[src/rtl/core/ksat_pkg.sv]
package ksat_pkg;

   localparam int DEF_ENTRIES = 32;

   localparam int KEY_W    = 27;
   localparam int AGE_W    = 7;
   localparam int STATUS_W = 2;
   localparam int SLOT_W   = 5;
   localparam int COUNT_W  = 6;
   localparam int CSR_IDX_W = 2;

   localparam logic [AGE_W-1:0] YOUNG_LIMIT_RESET  = 7'd18;
   localparam logic [AGE_W-1:0] MIDDLE_LIMIT_RESET = 7'd35;

   localparam logic [CSR_IDX_W-1:0] CSR_YOUNG_LIMIT  = 2'd0;
   localparam logic [CSR_IDX_W-1:0] CSR_MIDDLE_LIMIT = 2'd1;

   localparam logic CMD_INSERT = 1'b0;
   localparam logic CMD_DELETE = 1'b1;

   localparam logic [STATUS_W-1:0] STATUS_DONE    = 2'd0;
   localparam logic [STATUS_W-1:0] STATUS_FULL    = 2'd1;
   localparam logic [STATUS_W-1:0] STATUS_DUP     = 2'd2;
   localparam logic [STATUS_W-1:0] STATUS_MISSING = 2'd3;

   typedef enum logic [1:0] {
      BIN_YOUNG,
      BIN_MIDDLE,
      BIN_OLD
   } bin_type;

   typedef enum logic [1:0] {
      ST_IDLE,
      ST_SCAN,
      ST_LAST,
      ST_FINISH
   } state_type;

   typedef struct packed {
      logic    match;
      bin_type bin;
   } cmp_res_type;

endpackage

[src/rtl/core/keyed_slot_table_with_age_bins_core.sv]
// A result strobes after the scan and write-back of its item; a new item is accepted only
// while idle, and busy falls in the same cycle as the result strobe.
// The single compare/bin unit and the one read port of the key/age memory set the pace:
// ST_SCAN reads one slot per cycle, ST_LAST compares the last one, ST_FINISH writes back.
// Synchronous active-high reset frees every slot and restores both age limits.
// Results are shown for one cycle; the receiver cannot stall them.
module keyed_slot_table_with_age_bins_core
   import ksat_pkg::*;
#(
   parameter int ENTRIES = DEF_ENTRIES
) (
   input  logic                 clock,
   input  logic                 reset,
   input  logic                 start,
   output logic                 busy,
   input  logic                 req_cmd,
   input  logic [KEY_W-1:0]     req_key,
   input  logic [AGE_W-1:0]     req_age,
   output logic                 rsp_valid,
   output logic [STATUS_W-1:0]  rsp_status,
   output logic [SLOT_W-1:0]    rsp_slot,
   output logic [COUNT_W-1:0]   rsp_young_count,
   output logic [COUNT_W-1:0]   rsp_middle_count,
   output logic [COUNT_W-1:0]   rsp_old_count,
   input  logic                 csr_valid,
   output logic                 csr_ready,
   input  logic [CSR_IDX_W-1:0] csr_index,
   input  logic [AGE_W-1:0]     csr_wdata
);

   localparam int IDX_W = (ENTRIES > 1) ? $clog2(ENTRIES) : 1;
   localparam int CNT_W = $clog2(ENTRIES + 1);
   localparam logic [IDX_W-1:0] LAST_IDX = IDX_W'(ENTRIES - 1);

   state_type state_ff, state_in;

   logic [AGE_W-1:0] young_limit_ff, middle_limit_ff;

   logic [ENTRIES-1:0] used_ff, used_in;

   logic             cmd_ff, cmd_in;
   logic [KEY_W-1:0] key_ff, key_in;
   logic [AGE_W-1:0] age_ff, age_in;

   logic [IDX_W-1:0] rd_idx_ff, rd_idx_in;
   logic             cmp_vld_ff, cmp_vld_in;
   logic [IDX_W-1:0] cmp_idx_ff, cmp_idx_in;

   logic             free_found_ff, free_found_in;
   logic [IDX_W-1:0] free_idx_ff, free_idx_in;
   logic             hit_found_ff, hit_found_in;
   logic [IDX_W-1:0] hit_idx_ff, hit_idx_in;
   logic [AGE_W-1:0] hit_age_ff, hit_age_in;

   logic [CNT_W-1:0] young_cnt_ff, young_cnt_in;
   logic [CNT_W-1:0] middle_cnt_ff, middle_cnt_in;
   logic [CNT_W-1:0] old_cnt_ff, old_cnt_in;

   logic                rsp_valid_ff, rsp_valid_in;
   logic [STATUS_W-1:0] rsp_status_ff, rsp_status_in;
   logic [SLOT_W-1:0]   rsp_slot_ff, rsp_slot_in;
   logic [COUNT_W-1:0]  rsp_young_ff, rsp_young_in;
   logic [COUNT_W-1:0]  rsp_middle_ff, rsp_middle_in;
   logic [COUNT_W-1:0]  rsp_old_ff, rsp_old_in;

   // sequencer outputs
   logic accept;
   logic scan_en;
   logic finish_en;

   logic             mem_wr_en;
   logic [KEY_W-1:0] mem_rd_key;
   logic [AGE_W-1:0] mem_rd_age;

   logic             cmp_used;
   logic [AGE_W-1:0] cmp_age;
   cmp_res_type      cmp_res;

   logic             ins_done, del_done;
   logic [IDX_W-1:0] res_idx;
   logic [CNT_W-1:0] young_fin, middle_fin, old_fin;
   logic [IDX_W+SLOT_W-1:0]  slot_ext;
   logic [CNT_W+COUNT_W-1:0] young_ext, middle_ext, old_ext;

   ksat_mem #(
      .ENTRIES (ENTRIES),
      .IDX_W   (IDX_W)
   ) u_mem (
      .clock  (clock),
      .wr_en  (mem_wr_en),
      .wr_idx (free_idx_ff),
      .wr_key (key_ff),
      .wr_age (age_ff),
      .rd_idx (rd_idx_ff),
      .rd_key (mem_rd_key),
      .rd_age (mem_rd_age)
   );

   // during the scan the unit sees the slot just read; at the end it bins the age
   // that the command adds or removes
   assign cmp_used = used_ff[cmp_idx_ff];
   assign cmp_age  = finish_en ? ((cmd_ff == CMD_INSERT) ? age_ff : hit_age_ff) : mem_rd_age;

   ksat_cmp u_cmp (
      .used         (cmp_used),
      .slot_key     (mem_rd_key),
      .item_key     (key_ff),
      .age          (cmp_age),
      .young_limit  (young_limit_ff),
      .middle_limit (middle_limit_ff),
      .res          (cmp_res)
   );

   // next state
   always_comb begin
      state_in = state_ff;
      case (state_ff)
         ST_IDLE: begin
            if (start) begin
               state_in = ST_SCAN;
            end
         end
         ST_SCAN: begin
            if (rd_idx_ff == LAST_IDX) begin
               state_in = ST_LAST;
            end
         end
         ST_LAST:   state_in = ST_FINISH;
         ST_FINISH: state_in = ST_IDLE;
         default:   state_in = ST_IDLE;
      endcase
   end

   // sequencer outputs
   always_comb begin
      busy      = 1'b1;
      accept    = 1'b0;
      scan_en   = 1'b0;
      finish_en = 1'b0;
      case (state_ff)
         ST_IDLE: begin
            busy   = 1'b0;
            accept = start;
         end
         ST_SCAN:   scan_en = 1'b1;
         ST_LAST:   ;
         ST_FINISH: finish_en = 1'b1;
         default:   ;
      endcase
   end

   // scan accumulation
   always_comb begin
      cmd_in        = cmd_ff;
      key_in        = key_ff;
      age_in        = age_ff;
      rd_idx_in     = rd_idx_ff;
      cmp_vld_in    = scan_en;
      cmp_idx_in    = rd_idx_ff;
      free_found_in = free_found_ff;
      free_idx_in   = free_idx_ff;
      hit_found_in  = hit_found_ff;
      hit_idx_in    = hit_idx_ff;
      hit_age_in    = hit_age_ff;
      young_cnt_in  = young_cnt_ff;
      middle_cnt_in = middle_cnt_ff;
      old_cnt_in    = old_cnt_ff;

      if (accept) begin
         cmd_in        = req_cmd;
         key_in        = req_key;
         age_in        = req_age;
         rd_idx_in     = '0;
         free_found_in = 1'b0;
         free_idx_in   = '0;
         hit_found_in  = 1'b0;
         hit_idx_in    = '0;
         young_cnt_in  = '0;
         middle_cnt_in = '0;
         old_cnt_in    = '0;
      end

      if (scan_en) begin
         rd_idx_in = rd_idx_ff + 1'b1;
      end

      if (cmp_vld_ff) begin
         if (!cmp_used && !free_found_ff) begin
            free_found_in = 1'b1;
            free_idx_in   = cmp_idx_ff;
         end
         if (cmp_res.match && !hit_found_ff) begin
            hit_found_in = 1'b1;
            hit_idx_in   = cmp_idx_ff;
            hit_age_in   = mem_rd_age;
         end
         if (cmp_used) begin
            case (cmp_res.bin)
               BIN_YOUNG:  young_cnt_in  = young_cnt_ff + 1'b1;
               BIN_MIDDLE: middle_cnt_in = middle_cnt_ff + 1'b1;
               BIN_OLD:    old_cnt_in    = old_cnt_ff + 1'b1;
               default:    ;
            endcase
         end
      end
   end

   // write-back and result
   always_comb begin
      ins_done      = 1'b0;
      del_done      = 1'b0;
      res_idx       = '0;
      rsp_status_in = STATUS_DONE;
      used_in       = used_ff;

      if (cmd_ff == CMD_INSERT) begin
         if (!free_found_ff) begin
            rsp_status_in = STATUS_FULL;
         end else if (hit_found_ff) begin
            rsp_status_in = STATUS_DUP;
            res_idx       = hit_idx_ff;
         end else begin
            ins_done = 1'b1;
            res_idx  = free_idx_ff;
         end
      end else begin
         if (!hit_found_ff) begin
            rsp_status_in = STATUS_MISSING;
         end else begin
            del_done = 1'b1;
            res_idx  = hit_idx_ff;
         end
      end

      mem_wr_en = finish_en && ins_done;
      if (finish_en && ins_done) begin
         used_in[free_idx_ff] = 1'b1;
      end
      if (finish_en && del_done) begin
         used_in[hit_idx_ff] = 1'b0;
      end

      young_fin  = young_cnt_ff
                   + CNT_W'(ins_done && cmp_res.bin == BIN_YOUNG)
                   - CNT_W'(del_done && cmp_res.bin == BIN_YOUNG);
      middle_fin = middle_cnt_ff
                   + CNT_W'(ins_done && cmp_res.bin == BIN_MIDDLE)
                   - CNT_W'(del_done && cmp_res.bin == BIN_MIDDLE);
      old_fin    = old_cnt_ff
                   + CNT_W'(ins_done && cmp_res.bin == BIN_OLD)
                   - CNT_W'(del_done && cmp_res.bin == BIN_OLD);

      slot_ext   = {{SLOT_W{1'b0}}, res_idx};
      young_ext  = {{COUNT_W{1'b0}}, young_fin};
      middle_ext = {{COUNT_W{1'b0}}, middle_fin};
      old_ext    = {{COUNT_W{1'b0}}, old_fin};

      rsp_valid_in  = finish_en;
      rsp_slot_in   = slot_ext[SLOT_W-1:0];
      rsp_young_in  = young_ext[COUNT_W-1:0];
      rsp_middle_in = middle_ext[COUNT_W-1:0];
      rsp_old_in    = old_ext[COUNT_W-1:0];
   end

   always_ff @(posedge clock) begin
      if (reset) begin
         state_ff        <= ST_IDLE;
         used_ff         <= '0;
         cmp_vld_ff      <= 1'b0;
         rsp_valid_ff    <= 1'b0;
         young_limit_ff  <= YOUNG_LIMIT_RESET;
         middle_limit_ff <= MIDDLE_LIMIT_RESET;
      end else begin
         state_ff     <= state_in;
         used_ff      <= used_in;
         cmp_vld_ff   <= cmp_vld_in;
         rsp_valid_ff <= rsp_valid_in;
         if (csr_valid && csr_ready) begin
            case (csr_index)
               CSR_YOUNG_LIMIT:  young_limit_ff  <= csr_wdata;
               CSR_MIDDLE_LIMIT: middle_limit_ff <= csr_wdata;
               default:          ;
            endcase
         end
      end
   end

   always_ff @(posedge clock) begin
      cmd_ff        <= cmd_in;
      key_ff        <= key_in;
      age_ff        <= age_in;
      rd_idx_ff     <= rd_idx_in;
      cmp_idx_ff    <= cmp_idx_in;
      free_found_ff <= free_found_in;
      free_idx_ff   <= free_idx_in;
      hit_found_ff  <= hit_found_in;
      hit_idx_ff    <= hit_idx_in;
      hit_age_ff    <= hit_age_in;
      young_cnt_ff  <= young_cnt_in;
      middle_cnt_ff <= middle_cnt_in;
      old_cnt_ff    <= old_cnt_in;
      if (finish_en) begin
         rsp_status_ff <= rsp_status_in;
         rsp_slot_ff   <= rsp_slot_in;
         rsp_young_ff  <= rsp_young_in;
         rsp_middle_ff <= rsp_middle_in;
         rsp_old_ff    <= rsp_old_in;
      end
   end

   assign csr_ready        = 1'b1;
   assign rsp_valid        = rsp_valid_ff;
   assign rsp_status       = rsp_status_ff;
   assign rsp_slot         = rsp_slot_ff;
   assign rsp_young_count  = rsp_young_ff;
   assign rsp_middle_count = rsp_middle_ff;
   assign rsp_old_count    = rsp_old_ff;

`ifndef ASSERT_OFF
   a_rsp_when_idle: assert property (@(posedge clock) disable iff (reset)
      rsp_valid |-> !busy)
      else $error("result strobe while a command is still in flight");

   a_rsp_after_finish: assert property (@(posedge clock) disable iff (reset)
      rsp_valid |-> $past(state_ff == ST_FINISH))
      else $error("result strobe not preceded by write-back");

   a_accept_goes_busy: assert property (@(posedge clock) disable iff (reset)
      (start && !busy) |=> busy)
      else $error("accepted item did not start a scan");

   a_bins_bounded: assert property (@(posedge clock) disable iff (reset)
      (state_ff == ST_FINISH) |->
         ((CNT_W+2)'(young_cnt_ff) + (CNT_W+2)'(middle_cnt_ff)
          + (CNT_W+2)'(old_cnt_ff)) <= (CNT_W+2)'(ENTRIES))
      else $error("bin counts exceed table size");

   a_write_free_slot: assert property (@(posedge clock) disable iff (reset)
      mem_wr_en |-> !used_ff[free_idx_ff])
      else $error("insert overwrites a used slot");
`endif

endmodule

[src/rtl/core/ksat_mem.sv]
module ksat_mem
   import ksat_pkg::*;
#(
   parameter int ENTRIES = DEF_ENTRIES,
   parameter int IDX_W   = 5
) (
   input  logic             clock,
   input  logic             wr_en,
   input  logic [IDX_W-1:0] wr_idx,
   input  logic [KEY_W-1:0] wr_key,
   input  logic [AGE_W-1:0] wr_age,
   input  logic [IDX_W-1:0] rd_idx,
   output logic [KEY_W-1:0] rd_key,
   output logic [AGE_W-1:0] rd_age
);

   logic [KEY_W+AGE_W-1:0] mem [ENTRIES];
   logic [KEY_W+AGE_W-1:0] rd_word_ff;

   always_ff @(posedge clock) begin
      if (wr_en) begin
         mem[wr_idx] <= {wr_key, wr_age};
      end
      rd_word_ff <= mem[rd_idx];
   end

   assign rd_key = rd_word_ff[KEY_W+AGE_W-1:AGE_W];
   assign rd_age = rd_word_ff[AGE_W-1:0];

endmodule

[src/rtl/core/ksat_cmp.sv]
module ksat_cmp
   import ksat_pkg::*;
(
   input  logic             used,
   input  logic [KEY_W-1:0] slot_key,
   input  logic [KEY_W-1:0] item_key,
   input  logic [AGE_W-1:0] age,
   input  logic [AGE_W-1:0] young_limit,
   input  logic [AGE_W-1:0] middle_limit,
   output cmp_res_type      res
);

   always_comb begin
      res.match = used && (slot_key == item_key);
      if (age <= young_limit) begin
         res.bin = BIN_YOUNG;
      end else if (age <= middle_limit) begin
         res.bin = BIN_MIDDLE;
      end else begin
         res.bin = BIN_OLD;
      end
   end

endmodule
[config.mk]
export PLATFORM = sky130hd
export DESIGN_NAME = keyed_slot_table_with_age_bins_core
export DESIGN_NICKNAME = d
export VERILOG_FILES = /design/src/rtl/core/ksat_pkg.sv /design/src/rtl/core/keyed_slot_table_with_age_bins_core.sv /design/src/rtl/core/ksat_mem.sv /design/src/rtl/core/ksat_cmp.sv
export SDC_FILE = /design/constraint.sdc
export NUM_CORES = 2
export LEC_CHECK = 0
export ABC_AREA = 0
export BUFFER_PORTS_ARGS = -buffer_cell sky130_fd_sc_hd__buf_4
export CORE_MARGIN = 2
export CORE_UTILIZATION = 55
export DETAILED_ROUTE_END_ITERATION = 8
export GPL_TIMING_DRIVEN = 0
export PLACE_DENSITY = 0.71
export SLEW_MARGIN = 20
export SYNTH_ARGS = -nofsm -noshare
export SYNTH_HDL_FRONTEND = slang
export SYNTH_SLANG_ARGS = --single-unit
[constraint.sdc]
create_clock -name clock -period 6 [get_ports clock]
set_input_delay 1.2 -clock clock [delete_from_list [all_inputs] [get_ports clock]]
set_output_delay 1.2 -clock clock [all_outputs]
set_load 0.03 [all_outputs]
==> summary.txt <==
Status
  • Status: complete, no violations

CTS
  • Clock Latency Late Sink: 0.74 ns
  • Gates resized, CTS repair: 0
  • Post-CTS setup buffer count: 0
  • CTS sink count: 1,279
  • Clock Tree Buf Depth: 3
  • Cts bufs inserted: 131
  • TritonCTS clock tree: built
  • CTS root buf: clkbuf_16
  • Reg clk slew, reported paths: 0.06 ns
  • Htree depth: 4
  • CTS Hold Bufs: 0

GRT
  • First-pass GRT wire length: 172 mm
  • Largest net degree at the start of global routing: 34
  • Initial antenna violation count: 0
  • Vias in the first global route: 25,400
  • Tot GR Track Use: 0.260
  • Total congestion overflow: 0

Place
  • Gpl congestion: 0.836
  • DP Cell Count: 3,609
  • PortBufs: 73
  • DP Wirelength: 76.1 mm

Floorplanning
  • Die Y: 304 µm
  • IO Pins: 76
  • Die area: 92,300 µm²
  • Starting Density: 0.557
  • Placeable Area: 88,800 µm²
  • Die X: 304 µm
  • FP Rows: 109

Routing
  • Vias per Instance: 6.36
  • Initial DRC Count: 2,778
  • Post-Route WL: 118 mm
  • Post-route ant nets: 0
  • DRT Pass-1 Iters: 7
  • Drt wl/cell: 30.6 µm
  • Drt drc: 0
  • Via count: 24,500

Yosys
  • Post-synth EDFFs: 1,160
  • Post-synthesis sequential area ratio: 0.753
  • Post-synth cell types: 48
  • Mapped Cells: 2,306
  • FFs w/ async S/R, synth: 0
  • Yosys reg bits: 1,279
  • Post-Syn Area: 49,400 µm²
  • Top FF cell, synth: edfxtp_1
  • Synth Net Count: 2,408
  • YS warnings: 0
  • Avg Inst Size Synth: 21.4 µm²

Timing
  • Setup TNS: 0 ns
  • Final hold violations: 0
  • Clock period minus worst slack: 5.55 ns
  • Clock Skew: 0.0260 ns
  • Final Setup Violations: 0
  • Tcrit/Tclk final: 0.924
  • Worst slew margin: 0.193
  • Max Freq: 180 MHz
  • Pins over their slew limit: 0
  • RSZ-0062 raised after global routing: no
  • Final Hold Slack: 0.390 ns
  • Worst-Margin Slew: 1.21 ns

Layout
  • Commonest non-fill, non-tap cell in the layout: edfxtp_1
  • Area grow syn2layout: 16.0%
  • Final cell count without fillers: 3,846
  • Layout cells sized above 1: 0.290
  • Final nets: 2,680
  • Commonest non-fill, non-tap cells in the layout: edfxtp_1, mux4_2, clkbuf_16
  • Filler Cells Inserted: 5,637
  • Antenna cell count: 0

Power and ir drop
  • Total Power: 25,100 µW
  • Clock share of power: 0.316
  • Internal power: 18,000 µW
  • VDD IR-drop max: 0.385 mV
  • Sw frac: 0.284
  • Comb power frac: 0.243
  • Psw: 7120 µW
  • Leak Pwr: 0.0185 µW
  • Flop pwr share: 0.440
  • Pwr/cell area: 438 nW/µm²

Worst setup path
  • CP max FO: 26
  • Worst setup SP type: flip-flop
  • CP endpoint kind: flip-flop
  • Critical path required time: 6.48 ns
  • Arrival @ worst endpoint: 6.03 ns
  • CP Class: reg -> reg

Hold path
  • HP Class: reg -> reg

Job
  • Max cap viols: 0
## layout make-up
cell class                      count  area (µm²)  share of cell area
Inverter                           47         176             0.00308
Sequential cell                  1279       37200               0.649
Timing Repair Buffer              139        2000              0.0349
Multi-Input combinational cell    869       11800               0.206
Clock buffer                      179        3600              0.0628
Clock inverter                     57         589              0.0103
Buffer                            111         517             0.00901
Tap cell                         1165        1460              0.0254
## cells in the mapped netlist, types with 4 or more instances
cell	count	share of area
a22o_1	5	0.00089
dfxtp_1	119	0.048
and3_1	11	0.0014
o31ai_1	12	0.0018
a22oi_1	4	0.00061
o21bai_1	5	0.00076
nor2b_1	7	0.00089
mux2i_1	45	0.0091
o21ai_0	7	0.00071
ha_1	51	0.013
o211ai_1	11	0.0017
buf_1	17	0.0013
nand3_1	15	0.0015
nand2_1	40	0.0030
buf_4	8	0.0012
xnor2_1	25	0.0044
and2_1	6	0.00076
mux4_2	340	0.15
a21o_1	7	0.0011
inv_1	47	0.0036
nor3b_1	4	0.00061
xor2_1	20	0.0035
nand4_1	9	0.0011
nor2_1	90	0.0068
a21oi_1	45	0.0046
buf_6	4	0.00091
mux2_2	34	0.0077
buf_2	23	0.0023
nand3b_1	6	0.00091
edfxtp_1	1160	0.70
a211oi_1	23	0.0035
clkbuf_1	59	0.0045
o21a_1	17	0.0026
nor4_1	5	0.00063
nor3_1	4	0.00041
## stage by stage
stage               cell area, µm²  worst slack, ns  utilization
global route                 57300           0.0811        0.646
floorplan                    49400             1.34            -
finish                       57300            0.455        0.646
detailed placement           53100            0.388        0.598
global placement             51400           -0.755        0.579
CTS                          57300            0.402        0.646
## critical path, cell delays in order, from the launching register on
cell and delay, ns:
dfxtp_1 0.39, ha_2 0.64, clkbuf_1 0.57, buf_1 0.41, nor2_1 0.10, a21oi_1 0.31, ha_1 0.33, a21oi_1 0.15
a21oi_1 0.09, o22ai_2 0.37, nor2_1 0.29, and3_1 0.26, ha_1 0.27, inv_1 0.04, ha_1 0.21, fa_1 0.44
a21o_1 0.17, a21oi_1 0.16, xnor2_1 0.08
## kinds of logic after synthesis
kind of cell               Yosys count  share of synthesized area
other                                1                  0.0000759
xor gates and xnor gates            45                    0.00797
adders and majority gates           54                     0.0141
buffers and inverters              158                     0.0138
muxes                              419                      0.172
DFF                               1279                      0.753
AOI/OAI and AO/OA                  143                     0.0195
and+or+nand+nor                    207                     0.0198
## final timing paths
path	from	slack (ns)	cells after the start	to
worst min register to register	cmp_idx_in[3]	0.39	0	cmp_idx_ff[3]
worst max-delay path	state_ff[1]	0.45	18	rsp_old_count[4]
worst max register to register	state_ff[1]	0.45	18	rsp_old_count[4]
worst min-delay path	cmp_idx_in[3]	0.39	0	cmp_idx_ff[3]
## registers in the layout (all words and copies together) (netlist names), 6 cells and up
signal and count:
age_ff 7, hit_age_ff 7, key_ff 27, middle_cnt_ff 6
middle_limit_ff 7, old_cnt_ff 6, rsp_middle_count 6, rsp_old_count 6
rsp_young_count 6, u_mem.mem 1088, u_mem.rd_word_ff 34, used_ff 32
young_cnt_ff 6, young_limit_ff 7
## layer usage
| layer | part of all wire | GRT usage | routed length [µm] |
|---|---|---|---|
| met3 | 0.074 | 0.0444 | 8720 |
| met5 | 0 | 0 | 0 |
| met1 | 0.39 | 0.350 | 45500 |
| met2 | 0.51 | 0.434 | 59400 |
| met4 | 0.033 | 0.0941 | 3820 |
## power by group through the flow
stage	sequential [µW]	clock (µW)	combinational (µW)
global placement	11200	0	5940
finish	11000	7940	6110
global route	11100	8370	6450
floorplan	11000	0	4180
detailed placement	11200	0	6120
CTS	11100	8050	6180
Power figures use the tool's default switching activity.
